$ cat src/hdl/sliding_window_median_core_defines.svh
// Assertion helpers for the median filter RTL
`ifndef SLIDING_WINDOW_MEDIAN_CORE_DEFINES_SVH
`define SLIDING_WINDOW_MEDIAN_CORE_DEFINES_SVH

// Same-cycle implication, checked out of reset
`define SWM_ASSERT_IMP(lbl, ante, cons) \
    lbl: assert property (@(posedge i_clk) disable iff (!i_rst_n) (ante) |-> (cons)) \
        else $error("median filter check failed");

// Next-cycle implication, checked out of reset
`define SWM_ASSERT_NXT(lbl, ante, cons) \
    lbl: assert property (@(posedge i_clk) disable iff (!i_rst_n) (ante) |=> (cons)) \
        else $error("median filter check failed");

`endif

$ cat src/hdl/swm_pkg.sv
package swm_pkg;

    // window geometry
    localparam int WINDOW_MAX = 64;
    localparam int IDX_W      = $clog2(WINDOW_MAX);
    localparam int CNT_W      = $clog2(WINDOW_MAX + 1);
    localparam int DATA_W     = 32;
    localparam int CFG_W      = 7;
    localparam int WSIZE_RST  = 3;

    typedef logic signed [DATA_W-1:0] t_sample;
    typedef logic [IDX_W-1:0]         t_idx;
    typedef logic [CNT_W-1:0]         t_cnt;

    // what each cell shows its neighbours
    typedef struct packed {
        t_sample value;
        logic    valid;   // holds a window entry (already masked by a stream restart)
        logic    gt;      // value above the incoming sample
        logic    del;     // at or above the departing sample: removal point is here or below
    } t_cell_link;

    // broadcast to every cell
    typedef struct packed {
        t_sample sample;  // incoming sample
        t_sample old;     // departing (oldest) sample
        logic    en;      // transaction accepted this cycle
        logic    clear;   // transaction starts a new stream
        logic    full;    // window full: drop oldest while inserting
        logic    flush;   // window size rewritten: empty the chain
    } t_cell_bcast;

endpackage

$ cat src/hdl/swm_ring.sv
module swm_ring
    import swm_pkg::*;
(
    input  logic    i_clk,
    input  logic    i_wr_en,
    input  t_idx    i_wr_addr,
    input  t_sample i_wr_data,
    input  t_idx    i_rd_addr,
    output t_sample o_rd_data
);

    t_sample r_mem [WINDOW_MAX];
    t_sample r_rd;

    // arrival-order store, one write port
    always_ff @(posedge i_clk) begin
        if (i_wr_en) begin
            r_mem[i_wr_addr] <= i_wr_data;
        end
    end

    // registered read, new data forwarded on an address collision
    always_ff @(posedge i_clk) begin
        if (i_wr_en && (i_wr_addr == i_rd_addr)) begin
            r_rd <= i_wr_data;
        end else begin
            r_rd <= r_mem[i_rd_addr];
        end
    end

    assign o_rd_data = r_rd;

endmodule
$ cat config.mk
export PLATFORM = sky130hd
export DESIGN_NAME = swm_ring
export DESIGN_NICKNAME = d
export VERILOG_FILES = /design/src/hdl/sliding_window_median_core_defines.svh /design/src/hdl/swm_pkg.sv /design/src/hdl/swm_ring.sv
export SDC_FILE = /design/constraint.sdc
export NUM_CORES = 2
export LEC_CHECK = 0
export ABC_CLOCK_PERIOD_IN_PS = 7150
export BUFFER_PORTS_ARGS = -buffer_cell sky130_fd_sc_hd__buf_4
export CAP_MARGIN = 15
export CELL_PAD_IN_SITES_DETAIL_PLACEMENT = 0
export CELL_PAD_IN_SITES_GLOBAL_PLACEMENT = 1
export CORE_ASPECT_RATIO = 1.25
export CORE_MARGIN = 2
export CORE_UTILIZATION = 55
export DETAILED_ROUTE_END_ITERATION = 6
export PLACE_DENSITY_LB_ADDON = 0.1
export RECOVER_POWER = 100
export SYNTH_ARGS = -nofsm -noshare
export SYNTH_HDL_FRONTEND = slang
export SYNTH_SLANG_ARGS = --single-unit
$ cat constraint.sdc
create_clock -name i_clk -period 7.15 [get_ports i_clk]
set_input_delay 1.43 -clock i_clk [delete_from_list [all_inputs] [get_ports i_clk]]
set_output_delay 1.43 -clock i_clk [all_outputs]
set_load 0.03 [all_outputs]
* Word level (Yosys, flattened, before mapping)
Memory sizes are Yosys's and may differ from the RTL's. A register that Yosys moved wholly into a read port is not among the register bits.
Cells that the tools add are included.
** Cells by class
- Add/subtract/negate cells :: 0
- $mul :: 0
- Divide/modulo/power cells :: 0
- Magnitude comparators :: 0
- Equality and inequality tests :: 0
- Shifts and indexed selects :: 0
- Muxes and demuxes :: 2
- Bitwise gates (word level) :: 0
- Reduce and logical (&&, ||, !) cells :: 0
** Operators by type and width (count)
- 1-bit 2-to-1 mux :: 2
** Storage, ports and cells
- Bits in registers :: 0
- Latch bits :: 0
- Bits in writable memories :: 2048
- Bits in read-only memories :: 0
- Input port bits :: 46
- Output and inout bits :: 32
- Word-level logic and storage cells :: 3
- Memories :: 1
** Memory list
- r_mem :: words 64, width 32, read ports 1, clocked after Yosys merged registers in 1, wr ports 1, line swm_ring.sv:12 : t_sample r_mem [WINDOW_MAX];

* Longest topological paths before layout
- Depth after elaboration :: 2
- Depth in mapped cells :: 10
- Gate-level depth less buffers :: 5

* Least setup slack after synthesis
OpenSTA, ideal clock, no wires.
- Kind :: input-to-reg
- Start :: input port i_wr_addr[3]
- End :: memory r_mem[48][0] (netlist bit), enable pin
- Library setup time :: 0.461 ns
- Arrival :: 4.129 ns
- Required time :: 6.689 ns
- Slack :: 2.560 ns
- Stages on the path :: 4
- Path buffers :: 1
- Cells stage by stage :: clkbuf_1 nor2b_1 nand4b_1 nor3_1
** RTL lines
- start, declared :: line swm_ring.sv:6 : input t_idx i_wr_addr,
- end, declared :: line swm_ring.sv:12
Straight into the memory's write port.

==> flow_summary.toml <==
[setup_path]
max_stage_delay_ns = 1.02
worstSetupPathType = "register to primary output"
slowest_stage = "clkbuf_2"
worstPathCellList = "buf_12 > clkbuf_2 > mux4_2 > mux2i_1 > a21oi_1 > a21oi_1 > nor2_1 > buf_4"
cp_max_fo = 98
crit_buf_inv = 3
endpoint = "o_rd_data[28]"
cp-end-kind = "primary output"
startpoint_type = "register"
path_depth = 8
crit_required_ns = 5.72
crit_top_cell = "a21oi_1"
cp.arrival_ns = 5.00
critical-path-top-delay-family = "buffers and inverters"

[logic_synthesis]
syn_avg_cell_area_um2 = 23.6
yosys.cell_types.count = 34
synth_edf_count = 2048
yosysWarningCount = 0
ys_ff_latch = 2054
yosysTopAreaCellShare = 0.789
synthTopCellsByArea = "edfxtp_1 (79%), mux4_2 (16%), mux2i_1 (1.2%), o22ai_1 (0.67%), nor2_1 (0.66%)"
synthTopCellsByCount = "edfxtp_1 (2048), mux4_2 (544), nor2_1 (137)"
syn_area_um2 = 78000
yosysMostFrequentCell = "edfxtp_1"
synth_nets = 3344
ys.flop_type = "edfxtp_1"
synth_cells = 3298
async_flop_share = 0
synth_top_area_cell = "edfxtp_1"
yosysSeqAreaShare = 0.790

[detailed_routing]
ant_nets = 0
wl_um = 199000
remaining_drc_errors = 0
drtIter0Drc = 4117
vias = 36100
vias_per_cell = 6.53
wire_per_inst_um = 36.0
first_pass_iters = 6

[cells_and_area]
largest_register = "r_mem"
post-route-util = 0.618
largest_reg_flops = 2048
reg.largest.list = "r_mem (2048)"
final_cells = 5528
nets = 3539
areaGrowthSynthToFinish_pct = 11.6
design_area_um2 = 87000
drive_gt1_frac = 0.255

[floorplanning]
io_pins = 78
dieArea_um2 = 145000
initial_utilization = 0.554
fp.dieW_um = 341
std_cell_rows = 154
core_um2 = 141000
die_h_um = 425

[global_route]
grt.total_usage = 0.280
grt_antenna_before_repair = 11
first_global_vias = 37500
grt_pass1_wl_um = 280000
grt_start_max_net_pins = 103
overflow = 0

[clock_network]
htree_num_levels = 4
cts_setup_buffers = 0
ctsHoldBuffers = 0
clk_pin_slew_ns = 0.06
clock_path_buffers = 3
root_buffer = "clkbuf_16"
cts.sinks = 2054
cts_tree = "built"
cts_buffers = 190
cts_resized = 0

[placed_design]
io_buffers = 77
dp.cells = 5173
place_congestion = 0.899
dpl_cell_area_um2 = 81500
dpl.hpwl_um = 107000

[sta]
hold_viol_final = 0
tns_ns = 0
slew_headroom = -1.42
drv_slew = 4178
tightest_slew_ns = 3.63
period_minus_slack_ns = 6.43
final-setup-viol-count = 0
fin_crit_sh = 0.900
max_freq_mhz = 155
rsz0062_at_grt = "false"

[power_and_ir_drop]
ir_drop_v = 0.000193
pwr-share-seq = 0.543
swShare = 0.210
combPwrFrac = 0.052
p_leak_nw = 26.6
total_power_mw = 24.7
clock_power_share = 0.405
switchingPower_mw = 5.18
powerDensity_nw_per_um2 = 284
power.internal_mw = 19.5

[worst_hold_path]
min_path_type = "input port to register"
min_path_cells = 1

[flow_run]
maxCapViolations = 102

[outcome]
violations = "max-capacitance violations, max-slew violations"
status = "finished with violations"
==> layout make-up <==
| cell class | count | area [um^2] |
|---|---|---|
| fillers | 9594 | 53800 |
| repair buffers | 185 | 1050 |
| clock buffers | 241 | 5170 |
| flip-flops and latches | 2054 | 61600 |
| diodes | 3 | 7.51 |
| clock inverters | 111 | 978 |
| well taps | 1872 | 2340 |
| multi-input cells | 1062 | 15800 |
==> through the flow <==
stage,setup slack (ns),hold slack (ns)
global placement,1.81,1.54
CTS,0.918,0.659
global route,0.453,0.712
detailed placement,1.80,1.54
finish,0.718,0.734
floorplan,2.56,1.46
==> power by group through the flow <==
stage | Sequential, mW | Clock [mW] | Combinational [mW]
6_report | 13.4 | 10.0 | 1.29
5_1_grt | 13.4 | 10.6 | 1.35
4_1_cts | 13.4 | 10.1 | 1.33
3_5_place_dp | 13.6 | 0 | 1.33
3_3_place_gp | 13.6 | 0 | 1.30
2_1_floorplan | 13.6 | 0 | 0.715
==> cell families (layout without fill, tap and decap cells) <==
group                  after synthesis  count (layout)  synth area share
AO/OA/AOI/OAI                      202             202            0.0168
buffers and inverters              182             537            0.0114
flip-flops                        2054            2054             0.790
multiplexers                       637             637             0.169
other                                0               3                 0
AND/OR/NAND/NOR                    223             223            0.0127
==> metal layers <==
layer,vias to the layer above,share of wire,global-route usage
met2,1501,0.51,0.472
met5,-,0.00044,0
met1,19700,0.37,0.368
met4,8,0.039,0.107
li1,14600,-,-
met3,293,0.075,0.0500
==> cell usage in the layout, fill, tap and decap left out, types with 3 or more instances in the layout <==
master / netlist / final
clkbuf_4: 0 / 4
or3_1: 3 / 3
a21oi_1: 62 / 62
buf_12: 0 / 9
o32ai_1: 4 / 4
clkinvlp_4: 0 / 7
nor3_1: 7 / 6
or3b_1: 2 / 3
nor2b_1: 15 / 15
nor2_1: 137 / 91
diode_2: 0 / 3
clkinv_4: 0 / 3
clkinv_1: 0 / 43
dfxtp_4: 0 / 4
mux4_2: 544 / 544
nor2_4: 0 / 46
inv_6: 0 / 6
buf_4: 25 / 45
nand3b_1: 5 / 5
o221ai_1: 27 / 27
clkinv_2: 0 / 35
clkbuf_16: 0 / 199
and3_1: 4 / 4
a41o_1: 4 / 4
clkbuf_1: 74 / 162
nand3_1: 5 / 5
o22ai_1: 84 / 84
mux2i_1: 93 / 93
nand2_1: 26 / 26
a22oi_1: 12 / 12
bufinv_16: 0 / 17
clkbuf_8: 0 / 3
edfxtp_1: 2048 / 2048
a311oi_1: 8 / 8
nand2b_1: 8 / 8
==> worst min path at each step <==
| stage | startpoint | endpoint |
|---|---|---|
| after floorplan | i_rd_addr[0] | register |
| after global routing | i_rd_addr[1] | register |
| after global placement | i_rd_addr[3] | register |
| final | i_rd_addr[1] | register |
| after detailed placement | i_rd_addr[3] | register |
| after CTS | i_rd_addr[1] | register |
(Power assumes the default switching activity.)
