**src/hdl/sliding_window_median_core_defines.svh**
```systemverilog
// Assertion helpers for the median filter RTL
`ifndef SLIDING_WINDOW_MEDIAN_CORE_DEFINES_SVH
`define SLIDING_WINDOW_MEDIAN_CORE_DEFINES_SVH

// Same-cycle implication, checked out of reset
`define SWM_ASSERT_IMP(lbl, ante, cons) \
    lbl: assert property (@(posedge i_clk) disable iff (!i_rst_n) (ante) |-> (cons)) \
        else $error("median filter check failed");

// Next-cycle implication, checked out of reset
`define SWM_ASSERT_NXT(lbl, ante, cons) \
    lbl: assert property (@(posedge i_clk) disable iff (!i_rst_n) (ante) |=> (cons)) \
        else $error("median filter check failed");

`endif

```
**src/hdl/swm_pkg.sv**
```systemverilog
package swm_pkg;

    // window geometry
    localparam int WINDOW_MAX = 64;
    localparam int IDX_W      = $clog2(WINDOW_MAX);
    localparam int CNT_W      = $clog2(WINDOW_MAX + 1);
    localparam int DATA_W     = 32;
    localparam int CFG_W      = 7;
    localparam int WSIZE_RST  = 3;

    typedef logic signed [DATA_W-1:0] t_sample;
    typedef logic [IDX_W-1:0]         t_idx;
    typedef logic [CNT_W-1:0]         t_cnt;

    // what each cell shows its neighbours
    typedef struct packed {
        t_sample value;
        logic    valid;   // holds a window entry (already masked by a stream restart)
        logic    gt;      // value above the incoming sample
        logic    del;     // at or above the departing sample: removal point is here or below
    } t_cell_link;

    // broadcast to every cell
    typedef struct packed {
        t_sample sample;  // incoming sample
        t_sample old;     // departing (oldest) sample
        logic    en;      // transaction accepted this cycle
        logic    clear;   // transaction starts a new stream
        logic    full;    // window full: drop oldest while inserting
        logic    flush;   // window size rewritten: empty the chain
    } t_cell_bcast;

endpackage

```
**src/hdl/swm_cell.sv**
```systemverilog
module swm_cell
    import swm_pkg::*;
(
    input  logic        i_clk,
    input  logic        i_rst_n,
    input  t_cell_link  i_lo,     // neighbour one place lower in sorted order
    input  t_cell_link  i_hi,     // neighbour one place higher
    input  t_cell_bcast i_bc,
    output t_cell_link  o_link
);

    t_sample r_value;
    logic    r_valid;
    t_sample n_value;
    logic    n_valid;

    logic    w_valid;
    logic    w_gt;
    logic    w_del;
    t_sample w_u_self;
    logic    w_uv_self;
    logic    w_gu_self;
    t_sample w_u_lo;
    logic    w_gu_lo;

    // local compares against the broadcast values
    assign w_valid = r_valid & ~i_bc.clear;
    assign w_gt    = w_valid & ($signed(r_value) > $signed(i_bc.sample));
    assign w_del   = i_bc.full & w_valid & ($signed(r_value) >= $signed(i_bc.old));

    assign o_link = '{value: r_value, valid: w_valid, gt: w_gt, del: w_del};

    // contents after removal of the oldest sample, here and one place down
    always_comb begin
        w_u_self  = w_del ? i_hi.value : r_value;
        w_uv_self = w_del ? i_hi.valid : w_valid;
        w_gu_self = w_del ? i_hi.gt    : w_gt;
        w_u_lo    = i_lo.del ? r_value : i_lo.value;
        w_gu_lo   = i_lo.del ? w_gt    : i_lo.gt;
    end

    // insertion of the new sample into the reduced list
    always_comb begin
        if (w_gu_lo) begin
            n_value = w_u_lo;
        end else if (w_gu_self || !w_uv_self) begin
            n_value = i_bc.sample;
        end else begin
            n_value = w_u_self;
        end
        n_valid = i_bc.full ? w_valid : (w_valid | i_lo.valid);
    end

    always_ff @(posedge i_clk) begin
        if (!i_rst_n || i_bc.flush) begin
            r_valid <= 1'b0;
        end else if (i_bc.en) begin
            r_valid <= n_valid;
        end
    end

    always_ff @(posedge i_clk) begin
        if (i_bc.en) begin
            r_value <= n_value;
        end
    end

endmodule

```
**config.mk**
```make
export PLATFORM = sky130hd
export DESIGN_NAME = swm_cell
export DESIGN_NICKNAME = d
export VERILOG_FILES = /design/src/hdl/sliding_window_median_core_defines.svh /design/src/hdl/swm_pkg.sv /design/src/hdl/swm_cell.sv
export SDC_FILE = /design/constraint.sdc
export NUM_CORES = 1
export LEC_CHECK = 0
export BUFFER_PORTS_ARGS = -buffer_cell sky130_fd_sc_hd__buf_4
export CAP_MARGIN = 0
export CORE_MARGIN = 2
export CORE_UTILIZATION = 45
export CTS_CLUSTER_SIZE = 40
export DETAILED_ROUTE_END_ITERATION = 6
export PLACE_DENSITY = 0.79
export SLEW_MARGIN = 5
export SYNTH_ARGS = -nofsm -noshare
export SYNTH_HDL_FRONTEND = slang
export SYNTH_SLANG_ARGS = --single-unit
export TNS_END_PERCENT = 50
```
**constraint.sdc**
```tcl
create_clock -name i_clk -period 4.65 [get_ports i_clk]
set_input_delay 0.6975 -clock i_clk [delete_from_list [all_inputs] [get_ports i_clk]]
set_output_delay 0.6975 -clock i_clk [all_outputs]
set_load 0.02 [all_outputs]
```
### After elaboration in Yosys (flattened, before gate mapping)

Cells that the tools add are included.

* order comparisons: 2
* equality and inequality tests: 1
* multiplexer cells: 8
* bitwise operators: 6
* reduce and logical (&&, ||, !) cells: 6

Operators by type and width (count)
* 32-bit 2-to-1 mux: 4
* 32-bit >= comparator: 1
* 32-bit > comparator: 1
* 1-bit AND: 4
* 1-bit 2-to-1 mux: 4
* 3-bit AND reduction: 1
* 3-bit nonzero test: 1
* 1-bit zero test: 2
* 1-bit logical OR: 2
* 2-bit inequality test (second input constant): 1
* 1-bit inverter: 1
* 1-bit bitwise OR: 1

* register bits after elaboration: 33
* input bits: 140
* output and inout bits: 35
* logic and storage cells: 25

### Logic depth before layout (Yosys ltp)

* depth in word-level cells: 9
* depth in mapped cells: 12
* depth with buffers taken out: 10

### Least setup slack after synthesis

No wires, ideal clock.

* path type: input -> register
* start: input i_bc[50] (netlist name)
* end: register r_value[0] (enable)
* setup time: 0.425 ns
* arrival: 3.605 ns
* data required time: 4.225 ns
* setup slack: 0.620 ns
* cell stages on the path: 10
* path buffers: 0
* path through: inv_1 -> ha_1 -> nand4_1 -> nor4_1 -> a21boi_1 -> o32a_1 -> o21ai_2 -> a21oi_1 -> a211oi_1 -> nor2b_1

* word-level cells in the longest chain between the ends: 6
* elaborated cells between the ends (all ways): 8
* those cells by class: order compare: 1; eq/ne: 1; mux: 2; bitwise: 1; reduce/logical: 3

Ends and longest elaborated chain
* start: declaration: RTL line swm_cell.sv:8 `input t_cell_bcast i_bc,`
* 32-bit > comparator (*): RTL line swm_cell.sv:28 `assign w_gt = w_valid & ($signed(r_value) > $signed(i_bc.sample));`
* 1-bit AND (*): RTL line swm_cell.sv:28
* 1-bit 2-to-1 mux: RTL line swm_cell.sv:37 `w_gu_self = w_del ? i_hi.gt : w_gt;`
* 1-bit logical OR: RTL line swm_cell.sv:46 `end else if (w_gu_self || !w_uv_self) begin`
* 3-bit nonzero test (no line)
* 3-bit AND reduction (no line) (*)
* end signal: assignment: RTL line swm_cell.sv:64 `r_value <= n_value;`
* end: declaration: RTL line swm_cell.sv:12 `t_sample r_value;`

Every way passes the cells marked *; elsewhere a longest branch is shown, timed or not.
A chain may end at the register's enable or synchronous reset.

### Worst setup path in the final report

* start: input i_bc[6] (netlist name)
* end: register r_value[7], data pin

* word-level cells in the longest chain between the ends: 7
* elaborated cells between the ends (all ways): 8
* those cells by class: order compare: 1; mux: 4; bitwise: 1; reduce/logical: 2

Ends and longest elaborated chain
* 32-bit >= comparator (*): RTL line swm_cell.sv:29 `assign w_del = i_bc.full & w_valid & ($signed(r_value) >= $signed(i_bc.old));`
* 1-bit AND (*): RTL line swm_cell.sv:29
* 1-bit 2-to-1 mux: RTL line swm_cell.sv:36 `w_uv_self = w_del ? i_hi.valid : w_valid;`
* 1-bit zero test: RTL line swm_cell.sv:46
* 1-bit logical OR (*): RTL line swm_cell.sv:46
* 32-bit 2-to-1 mux (*): RTL line swm_cell.sv:46
* 32-bit 2-to-1 mux (*): RTL line swm_cell.sv:44 `if (w_gu_lo) begin`
* net n_value[7]: RTL line swm_cell.sv:14 `t_sample n_value;`

Mark *: on every way through the listed nets, which the timed path passes. The rest lies on a longest branch.

==> summary.md <==
| Metric | Value |
|---|---|
| Max Transition Viols Final | 0 |
| Filler cells | 650 |
| CP max FO | 18 |
| Post-route DRC violation count | 0 |
| Die area | ~0.0086 mm^2 |
| Total CTS buffers | 5 |
| Worst skew pair latency | 0.28 ns |
| Avg WL per Cell | 14.9 um |
| Total number of vias | 3,584 |
| RSZ-0062 raised after global routing | false |
| Post-Place Cells | 666 |
| Clk_skew | ~0.011 ns |
| Mean Syn Cell Area | 8.80 um^2 |
| Post-synth top area cell | edfxtp_1 |
| First DRT Iteration DRCs | 110 |
| Setup bufs post-CTS | 0 |
| Initial antenna violation count | 0 |
| Async SR Flop Fraction | 0 |
| Rows | 32 |
| Starting density of the core | 0.461 |
| Sw Ratio | 0.321 |
| Max rail drop VDD | 0.110 mV |
| Die height | 92.8 um |
| P_sw | 310 uW |
| Syn nets | 607 |
| N_diodes | 0 |
| Flops & latches, synth | 33 |
| Final global-route overflow total | 0 |
| Post-synth EDFFs | 32 |
| Top cells by area, synth | edfxtp_1 (27%), ha_1 (23%), a221o_1 (8.8%) |
| Internal cell power | around 660 uW |
| Clock power frac | 0.221 |
| Placer Congestion | 0.801 |
| DRT Pass-1 Iters | 4 |
| Clock Sinks | 33 |
| Nets | ~780 |
| CTS H-tree depth | 2 |
| Post-layout min period | 3.56 ns |
| HPWL Detailed | ~8400 um |
| Gate Count Post-Synth | 403 |
| Outcome | completed |
| Max-cap viol count | 0 |
| Area growth, synth to finish | 42.1% |
| Non-filler cells in the finished layout | 674 |
| Setup TNS | 0 ns |
| Die width | between 90 and 100 um |
| Ratio of cells with drive above 1 in the final layout | 0.339 |
| Setup violations, final | 0 |
| CP Class | in -> reg |
| I/O pin cnt | 175 |
| Leak | ~2.5 nW |
| Fin. Hold Viols | 0 |
| Largest net degree at the start of global routing | 56 |
| Wirelength, routed | 10,000 um |
| Top cells by count, synth | inv_1 (70), ha_1 (64), nor2_1 (42), edfxtp_1 (32), nor3b_1 (32) |
| Crit share post-route | 0.766 |
| Max Fclk | 0.281 GHz |
| IO buf count | 173 |
| CTS Buffer Depth | 2 |
| Post-synth top flop | edfxtp_1 |
| CTS tree | done |
| Post-synthesis cell type count | 44 |
| CP Capture Type | flop |
| Core footprint | 0.00769 mm^2 |
| Top-area cell type share of the netlist area | 0.271 |
| Tightest Pin Transition | 0.611 ns |
| Register area share after synthesis | 0.277 |
| Most common cell in the netlist | inv_1 |
| Logic pwr share | 0.391 |
| Hold buffer count at cts | 0 |
| Post_cts resized | 0 |
| Crit path arrival time | approximately 3.6 ns |
| Slew headroom | 0.592 |
| Syn Std Cell Area | 0.00354 mm^2 |
| Crit path required time | 4.68 ns |
| First-pass GRT wire length | about 16,000 um |
| Total track usage | 0.231 |
| Vias per Instance | 5.32 |
| Worst setup SP type | input pin |
| Flop pwr share | 0.388 |
| Vias in the first global route | 3,490 |
| Final ANT Viol Nets | 0 |
| Ys Warns | 0 |
| Clk root buf | clkbuf_8 |
| PD cells | between 150 and 200 mW/mm^2 |
| Min-delay worst type | in -> reg |
| Clock transition at path regs | 0.07 ns |
metrics by stage:
| step | worst slack, ns | power, mW | hold WS (ns) | util | area [um^2] |
|---|---|---|---|---|---|
| 6_report | 1.09 | 0.968 | 0.575 | 0.655 | 5040 |
| 5_1_grt | 0.859 | 1.03 | 0.571 | 0.655 | 5040 |
| 4_1_cts | 1.12 | 0.973 | 0.568 | 0.655 | 5040 |
| 3_5_place_dp | 0.832 | 0.759 | 0.581 | 0.645 | 4960 |
| 3_3_place_gp | 0.913 | 0.747 | 0.586 | 0.645 | 4960 |
| 2_1_floorplan | 0.620 | 0.584 | 0.548 | - | 3540 |
cells in the final DEF, fill, tap and decap left out, types with 9 or more instances in the layout:
cell type,netlist,routed
buf_4,3,180
inv_1,70,70
ha_1,64,64
nor2_1,42,42
nor3b_1,32,32
edfxtp_1,32,32
a221o_1,31,31
a21oi_1,29,29
nand2_1,19,19
nand4_1,9,9
power groups by stage:
| stage | combinational [mW] | clock, mW | sequential [mW] |
|---|---|---|---|
| 2_1_floorplan | 0.181 | 0 | 0.403 |
| 3_3_place_gp | 0.366 | 0 | 0.381 |
| 3_5_place_dp | 0.377 | 0 | 0.382 |
| 4_1_cts | 0.380 | 0.218 | 0.375 |
| 5_1_grt | 0.422 | 0.229 | 0.378 |
| 6_report | 0.379 | 0.214 | 0.375 |
path summary, 6_finish.rpt:
check	from	to	slack (ns)	depth (start not counted)
worst max-delay path	i_bc[6]	r_value[7]$_DFFE_PP_	1.09	12
worst min-delay path	i_bc[0]	r_valid$_SDFFE_PP0P_	0.58	2
worst max register to register	r_value[2]$_DFFE_PP_	r_value[7]$_DFFE_PP_	1.16	10
worst min register to register	r_valid$_SDFFE_PP0P_	r_valid$_SDFFE_PP0P_	0.60	2
sequential cells by signal, indices dropped and copies added (netlist names):
name and flops:
r_valid 1, r_value 32
critical path, stage by stage:
cell and delay (ns):
buf_4 0.08, inv_1 0.03, ha_1 0.32, a21oi_1 0.15, a21boi_1 0.08, o311ai_0 0.51
a211o_1 0.31, a311oi_2 0.15, a41oi_4 0.55, buf_4 0.34, nor3b_1 0.08, a221o_1 0.28
cells by family after synthesis:
| group | count (synthesis) | synth area share |
|---|---|---|
| compound gates | 96 | 0.207 |
| fa+ha+maj | 64 | 0.226 |
| buf+inv | 89 | 0.0999 |
| flops | 33 | 0.277 |
| mux | 2 | 0.00635 |
| simple gates | 119 | 0.184 |
layer usage:
layer / track usage / wire length, um / vias to the layer above
met5: 0 / 0 / -
met4: 0.0564 / 147 / 0
met3: 0.0269 / 564 / 13
met2: 0.397 / 4920 / 113
met1: 0.312 / 4390 / 1650
li1: - / - / 1808
layout make-up:
class | instances | area, um^2 | area share
Tap cell | 102 | 128 | 0.0253
Multi-Input combinational cell | 281 | 2240 | 0.444
Clock buffer | 8 | 80.1 | 0.0159
Inverter | 70 | 263 | 0.0521
Timing Repair Buffer | 180 | 1350 | 0.268
Sequential cell | 33 | 981 | 0.195
Note: power is estimated with default switching activity, not from simulation.
